==> src/rtl/core/nsl_pkg.sv <==
`default_nettype none
// ----------------------------------------------------------------------------
// nsl_pkg
// Shared types and constants of the nearest-seed labeler.
// ----------------------------------------------------------------------------
package nsl_pkg;

   localparam int COORD_BITS  = 10;
   localparam int LABEL_BITS  = 8;
   localparam int INDEX_BITS  = 8;
   localparam int NSEED_BITS  = 9;
   localparam int EXTENT_BITS = 11;
   localparam int CSR_BITS    = 11;
   localparam int DIST_BITS   = 27;

   // running best starts at 10000 squared
   localparam logic [DIST_BITS-1:0] SEARCH_LIMIT = 27'd100000000;

   localparam logic [NSEED_BITS-1:0]  RESET_NUM_SEEDS  = 9'd150;
   localparam logic [EXTENT_BITS-1:0] RESET_MAP_EXTENT = 11'd1000;

   localparam logic CSR_NUM_SEEDS  = 1'b0;
   localparam logic CSR_MAP_EXTENT = 1'b1;

   typedef enum logic [1:0] {
      KIND_LOAD     = 2'd0,
      KIND_CLASSIFY = 2'd1,
      KIND_RELAX    = 2'd2,
      KIND_NONE     = 2'd3
   } kind_type;

   typedef enum logic [2:0] {
      ST_IDLE,
      ST_LOAD,
      ST_SEARCH,
      ST_BOX_RD,
      ST_BOX_WR,
      ST_RELAX_RD,
      ST_RELAX_WR,
      ST_OUT
   } state_type;

   typedef struct packed {
      logic                  done;
      logic [LABEL_BITS-1:0] label;
   } srch_res_type;

endpackage
`default_nettype wire

==> src/rtl/core/nsl_search.sv <==
`default_nettype none
// ----------------------------------------------------------------------------
// nsl_search
// Sweeps the seed RAM one entry a cycle and keeps the nearest seed.
// Stages: address issue, RAM read, abs diff and square, sum and compare.
// ----------------------------------------------------------------------------
module nsl_search #(
   parameter int MAX_SEEDS = 256
) (
   input  wire logic                                 clock,
   input  wire logic                                 reset,
   input  wire logic                                 start,
   input  wire logic [nsl_pkg::NSEED_BITS-1:0]       num_seeds,
   input  wire logic [nsl_pkg::COORD_BITS-1:0]       px,
   input  wire logic [nsl_pkg::COORD_BITS-1:0]       py,
   output logic      [$clog2(MAX_SEEDS)-1:0]         rd_addr,
   input  wire logic [2*nsl_pkg::COORD_BITS-1:0]     rd_data,
   output nsl_pkg::srch_res_type                     res
);

   localparam int IDX_W = $clog2(MAX_SEEDS);
   localparam int CNT_W = $clog2(MAX_SEEDS + 1);
   localparam int CB    = nsl_pkg::COORD_BITS;
   localparam int SQ_W  = 2 * CB;
   localparam int DW    = nsl_pkg::DIST_BITS;
   localparam int LBL_W = nsl_pkg::LABEL_BITS;
   localparam int NSEED_BITS_EXT = nsl_pkg::NSEED_BITS + 1;

   logic             run_ff,    run_in;
   logic             issue_ff,  issue_in;
   logic [CNT_W-1:0] addr_ff,   addr_in;
   logic [CNT_W-1:0] cnt_ff,    cnt_in;
   logic             s1_vld_ff, s1_vld_in;
   logic [IDX_W-1:0] s1_idx_ff, s1_idx_in;
   logic             s2_vld_ff, s2_vld_in;
   logic [IDX_W-1:0] s2_idx_ff, s2_idx_in;
   logic [SQ_W-1:0]  sqx_ff,    sqx_in;
   logic [SQ_W-1:0]  sqy_ff,    sqy_in;
   logic [DW-1:0]    best_ff,   best_in;
   logic [IDX_W-1:0] win_ff,    win_in;
   logic             done_ff,   done_in;

   logic [CNT_W-1:0] clip_cnt;
   logic [CB-1:0]    sx, sy, dx, dy;
   logic [DW-1:0]    sq_dist;
   logic [CNT_W-1:0] addr_nxt;

   // seed count, capped at the table depth
   always_comb begin
      if ((NSEED_BITS_EXT'(num_seeds)) > (NSEED_BITS_EXT'(MAX_SEEDS))) begin
         clip_cnt = CNT_W'(MAX_SEEDS);
      end else begin
         clip_cnt = CNT_W'(num_seeds);
      end
   end

   assign sx       = rd_data[SQ_W-1:CB];
   assign sy       = rd_data[CB-1:0];
   assign dx       = (px >= sx) ? (px - sx) : (sx - px);
   assign dy       = (py >= sy) ? (py - sy) : (sy - py);
   assign sq_dist  = DW'({1'b0, sqx_ff} + {1'b0, sqy_ff});
   assign addr_nxt = addr_ff + CNT_W'(1);
   assign rd_addr  = addr_ff[IDX_W-1:0];

   always_comb begin
      run_in    = run_ff;
      issue_in  = issue_ff;
      addr_in   = addr_ff;
      cnt_in    = cnt_ff;
      best_in   = best_ff;
      win_in    = win_ff;
      s1_vld_in = issue_ff;
      s1_idx_in = addr_ff[IDX_W-1:0];
      s2_vld_in = s1_vld_ff;
      s2_idx_in = s1_idx_ff;
      sqx_in    = SQ_W'(dx) * SQ_W'(dx);
      sqy_in    = SQ_W'(dy) * SQ_W'(dy);
      done_in   = 1'b0;

      if (issue_ff) begin
         addr_in  = addr_nxt;
         issue_in = (addr_nxt != cnt_ff);
      end

      if (s2_vld_ff && (sq_dist < best_ff)) begin
         best_in = sq_dist;
         win_in  = s2_idx_ff;
      end

      if (run_ff && !issue_ff && !s1_vld_ff && !s2_vld_ff) begin
         done_in = 1'b1;
         run_in  = 1'b0;
      end

      if (start) begin
         run_in   = 1'b1;
         cnt_in   = clip_cnt;
         addr_in  = '0;
         issue_in = (clip_cnt != '0);
         best_in  = nsl_pkg::SEARCH_LIMIT;
         win_in   = '0;
         done_in  = 1'b0;
      end
   end

   always_ff @(posedge clock) begin
      if (reset) begin
         run_ff    <= 1'b0;
         issue_ff  <= 1'b0;
         s1_vld_ff <= 1'b0;
         s2_vld_ff <= 1'b0;
         done_ff   <= 1'b0;
      end else begin
         run_ff    <= run_in;
         issue_ff  <= issue_in;
         s1_vld_ff <= s1_vld_in;
         s2_vld_ff <= s2_vld_in;
         done_ff   <= done_in;
      end
   end

   always_ff @(posedge clock) begin
      addr_ff   <= addr_in;
      cnt_ff    <= cnt_in;
      s1_idx_ff <= s1_idx_in;
      s2_idx_ff <= s2_idx_in;
      sqx_ff    <= sqx_in;
      sqy_ff    <= sqy_in;
      best_ff   <= best_in;
      win_ff    <= win_in;
   end

   assign res.done  = done_ff;
   assign res.label = LBL_W'(win_ff);

endmodule
`default_nettype wire

==> config.mk <==
export PLATFORM = sky130hd
export DESIGN_NAME = nsl_search
export DESIGN_NICKNAME = d
export VERILOG_FILES = /design/src/rtl/core/nsl_pkg.sv /design/src/rtl/core/nsl_search.sv
export SDC_FILE = /design/constraint.sdc
export NUM_CORES = 1
export LEC_CHECK = 0
export ABC_AREA = 1
export BUFFER_PORTS_ARGS = -buffer_cell sky130_fd_sc_hd__buf_2
export CAP_MARGIN = 10
export CORE_ASPECT_RATIO = 1.25
export CORE_MARGIN = 3
export CORE_UTILIZATION = 52
export DETAILED_ROUTE_END_ITERATION = 7
export PLACE_DENSITY = 0.7
export SLEW_MARGIN = 5
export SYNTH_ARGS = -nofsm -noshare
export SYNTH_HDL_FRONTEND = slang
export SYNTH_SLANG_ARGS = --single-unit
==> constraint.sdc <==
create_clock -name clock -period 17.5 [get_ports clock]
set_clock_uncertainty 0.2 [all_clocks]
set_input_delay 1.75 -clock clock [delete_from_list [all_inputs] [get_ports clock]]
set_output_delay 1.75 -clock clock [all_outputs]
set_load 0.02 [all_outputs]
; ---- After elaboration in Yosys (flattened, before gate mapping)
; Cells that the tools add are included.
; W data, S select, Z words.
[totals]
inputBits = 52
elab_cells = 44
regBits = 114
[classes]
mul = 2
n_addsub = 6
n_reduce_logical = 10
n_eq_ne = 1
n_lt_le_gt_ge = 4
mux = 8
[op_table]
columns = operator, count
row1 = $mul A10 B10 Y20, 2
row2 = $sub A10 B10 Y10, 4
row3 = $lt A21 B27 Y1, 1
row4 = $add A20 B20 Y21, 1
row5 = $ge A10 B10 Y1, 2
row6 = $mux W10, 2
row7 = $add A9 B1 Y9 const B, 1
row8 = $gt A9 B9 Y1 const B, 1
row9 = $mux W9, 1
row10 = $ne A9 B9 Y1, 1
row11 = $reduce_bool A9 Y1, 1
row12 = $mux W1, 5
row13 = $logic_and A1 B1 Y1, 4
row14 = $logic_not A1 Y1, 3
row15 = $reduce_bool A2 Y1, 1
row16 = $reduce_or A2 Y1, 1

; ---- Longest topological paths before layout
; Gate-level depths: netlist of the first run.
[depth]
word_depth = 6
mapped_depth = 36
mapped_depth_nobuf = 34

; ---- Worst setup path before layout of the first run
; Ideal clock, no wire load.
[synth_path]
path_kind = input -> register
start = in px[5] in the netlist's numbering
end = reg sqx_ff[18]
required_time_ns = 17.228
path_buffers = 1
t_arrival_ns = 7.413
slack_ns = 9.815
stages = 32
cell_sequence = inv_1 ha_1 nand2_4 inv_2 nand2_1 nor2_1 nor2_1 nand2_4 buf_12 inv_4 nand2_1 o21ai_4 xor2_4 nor2_2 inv_2 fa_1 fa_1 inv_1 fa_1 fa_1 inv_1 fa_1 inv_1 ha_1 a21oi_1 o21ai_0 a21oi_1 o21ai_0 a21oi_1 nor2_1 nor2_1 xnor2_1
[synth_via]
elab_chain_cells = 3
word_cells_on_any_way = 5
cone_classes = 2 x add/sub / 1 x mul / 1 x order compare / 1 x mux
[synth_lines]
columns = element, line
row1 = "start, declared", nsl_search.sv:14  ; input wire logic [nsl_pkg::COORD_BITS-1:0] px,
row2 = $sub A10 B10 Y10 or $ge A10 B10 Y1 (tied branches), nsl_search.sv:59  ; assign dx = (px >= sx) ? (px - sx) : (sx - px);
row3 = $mux W10 *, nsl_search.sv:59
row4 = $mul A10 B10 Y20 *, nsl_search.sv:76  ; sqx_in = SQ_W'(dx) * SQ_W'(dx);
row5 = named net sqx_in[18], nsl_search.sv:37  ; logic [SQ_W-1:0] sqx_ff, sqx_in;
row6 = "end signal, assigned", nsl_search.sv:127  ; sqx_ff <= sqx_in;
row7 = "end, declared", nsl_search.sv:37
; Mark *: on every way through the listed nets, which the timed path passes. The rest lies on a longest branch.
; A chain may end at the register's enable or synchronous reset.

; ---- Worst setup path in the final report of the first run
[layout_path]
start = in px[0] in the netlist's numbering
end = reg sqx_ff[14]
; Same word-level chain as after synthesis.

==> results.md, run 1 <==
- R2R Path End: best_ff[24]
- Largest net degree at the start of global routing: 36
- Slowest cell on crit path: fa_1
- Placement row count: just over 60
- RR Startpoint: sqx_ff[6]
- Antenna-violating nets left: 0
- Synth Cell Area: around 0.012 mm2
- Post-route setup TNS: 0 ns
- DP HPWL: 21800 um
- Setup crit end kind: flip-flop
- Die area: around 0.025 mm2
- Share of layout cells above drive strength 1: around 8.2%
- Synth Flop Type: dfxtp_1
- Postcts setup bufs: 0
- Initial Util: 52.9%
- DRT Pass-1 Iters: 5
- Clk Latency, worst-skew pair: around 0.35 ns
- Final slew viol count: 0
- FF-to-FF path depth: 16
- Final hold violations: 0
- Design Area, Final: 0.0130 mm2
- WHS Path Cells: 0
- Sequential-to-total area share from yosys stat: between 10% and 20%
- 1st-iter DRT viols: about 390
- Cts repair resizes: 0
- Port bufs: a little under 70
- FMAX: ~120 MHz
- Setup crit start: px[0]
- First-pass GRT wire length: between 40000 and 50000 um
- YS warnings: 0
- Count leader, synth: inv_1
- Critical path type: in2reg
- CP most frequent cell: inv_1
- Routed wire per std cell: 13.1 um
- Overall routing resource usage: about 21%
- Count of different cell masters after synthesis: 47
- Die X: 143 um
- Post-cts hold buffer count: 0
- Maximum fanout along the worst path: 12
- Vias: around 10000
- Post-synthesis cell count: 1597
- Clk sinks: 107
- CTS tree: built
- Die H: 177 um
- P&R area growth vs syn: 6.81%
- # H-tree levels: 3
- Synth area leader: ha_1
- Max Cap Viol: 0
- Status: complete, no violations
- Clock-pin slew on the worst setup and hold paths: around 0.070 ns
- End of the critical path: sqx_ff[14]
- Num CTS Buffers: 9
- Mapped Avg Cell Area: 7.63 um2
- Vias per inst: around 5
- Post-DP Area: roughly 0.013 mm2
- Clk root buf: clkbuf_16
- RSZ-0062 raised after global routing: false
- EDFF count, synth: 9
- Finished Core Util: a little under three fifths
- Vias in the first global route: 9915
- Register bit total from synthesis: between 100 and 150
- Worst Hold Class: reg2reg
- Core Area: about 0.023 mm2
- Top post-synthesis cells by count: 314 x inv_1, 257 x nand2_1, 187 x nor2_1
- Worst Tran Pin Value: around 0.97 ns
- N_diodes: 0
- Syn Nets: 1920
- Initial antenna violation count: 0
- Async SR Flop Fraction: 0%
- CP Data Arrival Time: 8.12 ns
- Slew headroom: 35.4%
- Worst min-delay path startpoint: s1_idx_ff[4]
- Req. time, crit path: between 15 and 20 ns
- Top post-synthesis cells by area: ha_1 18%, fa_1 16%, dfxtp_1 16%
- Critical Path Max Stage Delay: 0.55 ns
- Routability cong.: around 0.9
- Top-area cell type share of the netlist area: between 10% and 20%
- Total Nets Final: roughly 2000
- Critical path launch point type: input pin
- GRT overflow: 0
- DRC viols: 0
- R2R setup slack: roughly 13 ns
- Clock Path Buffers: 2
- Dpl ws: between 9 and 10 ns
- Tcrit/Tclk final: between 40 and 50%
- Endpoints failing setup: 0
- Min Clock Period, post-route: around 8.1 ns
- Final Worst Setup Slack: between 9 and 10 ns
- IO Pins: 69
- Final WL: approximately 25000 um
==> flip-flops by register name, summed over array words and instances (netlist names) <==
name,cells
addr_ff,9
best_ff,22
cnt_ff,9
done_ff,1
issue_ff,1
run_ff,1
s1_idx_ff,8
s1_vld_ff,1
s2_idx_ff,8
s2_vld_ff,1
sqx_ff,19
sqy_ff,19
win_ff,8
==> stage by stage <==
stage,hold slack [ns],instances
2_1_floorplan,0.110,1597
3_3_place_gp,0.111,1924
3_5_place_dp,0.112,1924
4_1_cts,0.128,1940
5_1_grt,0.134,1940
6_report,0.128,1940
==> metal layers <==
metal	wire length [um]	track usage [%]	share of wire [%]
met5	0	0	0
met4	918	8.56	3.6
met3	744	1.65	2.9
met2	13300	38.9	52
met1	10400	24.0	41
==> placed cells by master, fill, tap and decap left out, drive strengths merged, types with 5 or more instances in the layout <==
cell type	instances
a21oi	102
buf	69
xor2	74
fa	100
clkbuf	10
nor2	200
dfxtp	98
nand4	9
ha	171
edfxtp	9
nand2	269
nor3	11
xnor2	17
o21ai	87
o21bai	5
a21o	7
nand3	50
inv	325
o21a	6
==> worst min-delay path by stage <==
stage,endpoint,slack (ns)
floorplan,s2_idx_ff[0],0.11
global placement,s2_idx_ff[2],0.11
detailed placement,s2_idx_ff[1],0.11
CTS,s2_idx_ff[1],0.13
global route,s2_idx_ff[4],0.13
finish,s2_idx_ff[4],0.13
==> area by class of cell <==
| class | instances | area [um2] |
|---|---|---|
| tap | 288 | 360 |
| fill | 2191 | 10000 |
| clock buffer | 10 | 229 |
| clock inverter | 6 | 65.1 |
| inverter | 324 | 1220 |
| sequential | 107 | 2230 |
| multi-input combinational | 1136 | 8570 |
| timing repair buffer | 69 | 348 |
==> worst max-delay path, delay by kind of cell <==
family,cells,cell delay (ns)
AND/OR/NAND/NOR,9,1.17
AO/OA/AOI/OAI,5,1.22
adder cells (fa/ha/maj),7,3.23
buffers and inverters,7,0.57
XOR/XNOR,1,0.16
==> cells by family after synthesis <==
group / after synthesis / synth area share (%)
flip-flops: 107 / 18.3
XOR/XNOR: 91 / 7.31
adder cells (fa/ha/maj): 271 / 34.0
buffers and inverters: 354 / 11.4
AND/OR/NAND/NOR: 548 / 18.6
AO/OA/AOI/OAI: 226 / 10.4
Power of run 1 is not shown: default switching activity piles up to over one toggle a cycle in this logic, so the estimate is an artifact.
==> run 2, diff against run 1 <==
clock period = 7.8 ns   (was 17.5 ns; I/O delays follow)
==> results.md, run 2 (same netlist as run 1, synthesis figures left out) <==
- Most common cell after layout, fill and taps aside: inv_1
- Clk Latency, worst-skew pair: 0.35 ns
- Port bufs: between 60 and 70
- Total Nets Final: 1975
- Min Clock Period, post-route: slightly above 7 ns
- CTS tree: built
- DRT Pass-1 Iters: 5
- Postcts setup bufs: 0
- Initial antenna violation count: 0
- Share of layout cells above drive strength 1: under 10%
- Req. time, crit path: 7.82 ns
- Largest net degree at the start of global routing: 36
- Slew headroom: between 30% and 40%
- Vias in the first global route: 10000
- Critical Path Max Stage Delay: between 0.5 and 0.6 ns
- Clock Path Buffers: 2
- 1st-iter DRT viols: approximately 340
- FF-to-FF path depth: 20
- Worst Tran Pin Value: around 0.99 ns
- Routability cong.: about 0.93
- Core Area: around 0.023 mm2
- DRC viols: 0
- Fill cell count: around 2200
- Setup crit end kind: flip-flop
- First-pass GRT wire length: 44300 um
- CP Data Arrival Time: about 7 ns
- DP HPWL: 21900 um
- Placement row count: 62
- Biggest register: best_ff
- GRT Max-Usage Layer: met2
- Vias: around 10000
- Largest regs: best_ff x22, sqx_ff x19, sqy_ff x19
- Routed wire per std cell: between 10 and 15 um
- Tcrit/Tclk final: 91.1%
- Cts repair resizes: 0
- Die H: 177 um
- Initial Util: between 50% and 60%
- Placed insts: between 1500 and 2000
- Antenna-violating nets left: 0
- RR Startpoint: sqx_ff[3]
- Fin cells: 1945
- Final WL: approximately 25000 um
- R2R Path End: best_ff[24]
- WHS Path Cells: 0
- R2R setup slack: 3.84 ns
- Max Cap Viol: 0
- Status: complete, no violations
- CP most frequent cell: inv_1
- Met1 usage: 24.2%
- Max reg flops: 22
- GR met2 Demand/Resource: roughly 39%
- Clock-pin slew on the worst setup and hold paths: around 0.06 ns
- Die area: ~0.025 mm2
- N_diodes: 0
- IO Pins: between 60 and 70
- Clk root buf: clkbuf_16
- Clk sinks: approximately 110
- Maximum fanout along the worst path: 12
- Most frequent cells in the layout: 314 x inv_1, 257 x nand2_1, 187 x nor2_1
- Critical path launch point type: input pin
- Final hold slack: between 0.1 and 0.15 ns
- Post-route setup TNS: 0 ns
- Post-cts hold buffer count: 0
- Final hold violations: 0
- Slowest cell on crit path: fa_1
- Die X: ~140 um
- Final slew viol count: 0
- Met3 Use GR: between 1 and 1.5%
- P&R area growth vs syn: 6.87%
- GRT overflow: 0
- Worst min-delay path startpoint: s1_idx_ff[2]
- # H-tree levels: 3
- Vias per inst: a little over 5
- Endpoints failing setup: 0
- Num CTS Buffers: 9
- Hold Path End: s2_idx_ff[2]
- Worst Hold Class: reg2reg
- Critical path type: in2reg
- RSZ-0062 raised after global routing: false
- FMAX: 141 MHz
- Overall routing resource usage: between 20% and 30%
[run 2: cell types whose count changed in the layout (fill, tap and decap cells not counted)]
cell	before	now
bufinv_16	1	0
clkinv_2	2	3
clkbuf_1	1	2
inv_6	1	0
buf_4	1	6
[run 2: per-stage QoR]
stage | utilization, % | worst slack (ns) | instance area [um2]
floorplan | - | 1.08 | 12200
finish | 56.5 | 0.695 | 13000
global placement | 55.4 | 0.373 | 12800
global route | 56.5 | 0.194 | 13000
detailed placement | 55.4 | 0.323 | 12800
CTS | 56.5 | 0.669 | 13000
[run 2: critical path, delay by kind of cell]
kind / cells / cell delay (ns)
AO/OA/AOI/OAI: 5 / 1.19
XOR/XNOR: 1 / 0.17
adder cells (fa/ha/maj): 8 / 3.32
buffers and inverters: 8 / 0.71
AND/OR/NAND/NOR: 7 / 0.96
[run 2: how the worst max path moves through the flow]
stage               start    endpoint  slack [ns]  depth (start not counted)
floorplan           px[5]  sqx_ff[18]        1.08                         32
global placement    px[0]  sqx_ff[14]        0.37                         29
detailed placement  px[0]  sqx_ff[14]        0.32                         29
CTS                 px[0]  sqx_ff[14]        0.67                         29
global route        px[0]  sqx_ff[14]        0.19                         29
finish              px[0]  sqx_ff[14]        0.70                         29
[run 2: routing by layer]
| metal | share of wire [%] | vias up | routed length (um) |
|---|---|---|---|
| met5 | 0 | - | 0 |
| met4 | 4.2 | 0 | 1060 |
| met3 | 1.9 | 55 | 493 |
| met2 | 52 | 170 | 13300 |
| met1 | 42 | 4632 | 10600 |
| li1 | - | 5090 | - |
[run 2: area by class of cell]
type / instances / area, um2 / share of cell area, %
Timing Repair Buffer: 74 / 385 / 2.96
Clock inverter: 5 / 31.3 / 0.240
Sequential cell: 107 / 2230 / 17.1
Clock buffer: 11 / 233 / 1.79
Inverter: 324 / 1220 / 9.36
Tap cell: 288 / 360 / 2.77
Multi-Input combinational cell: 1136 / 8570 / 65.8
Power of run 2 is left out for the same reason.
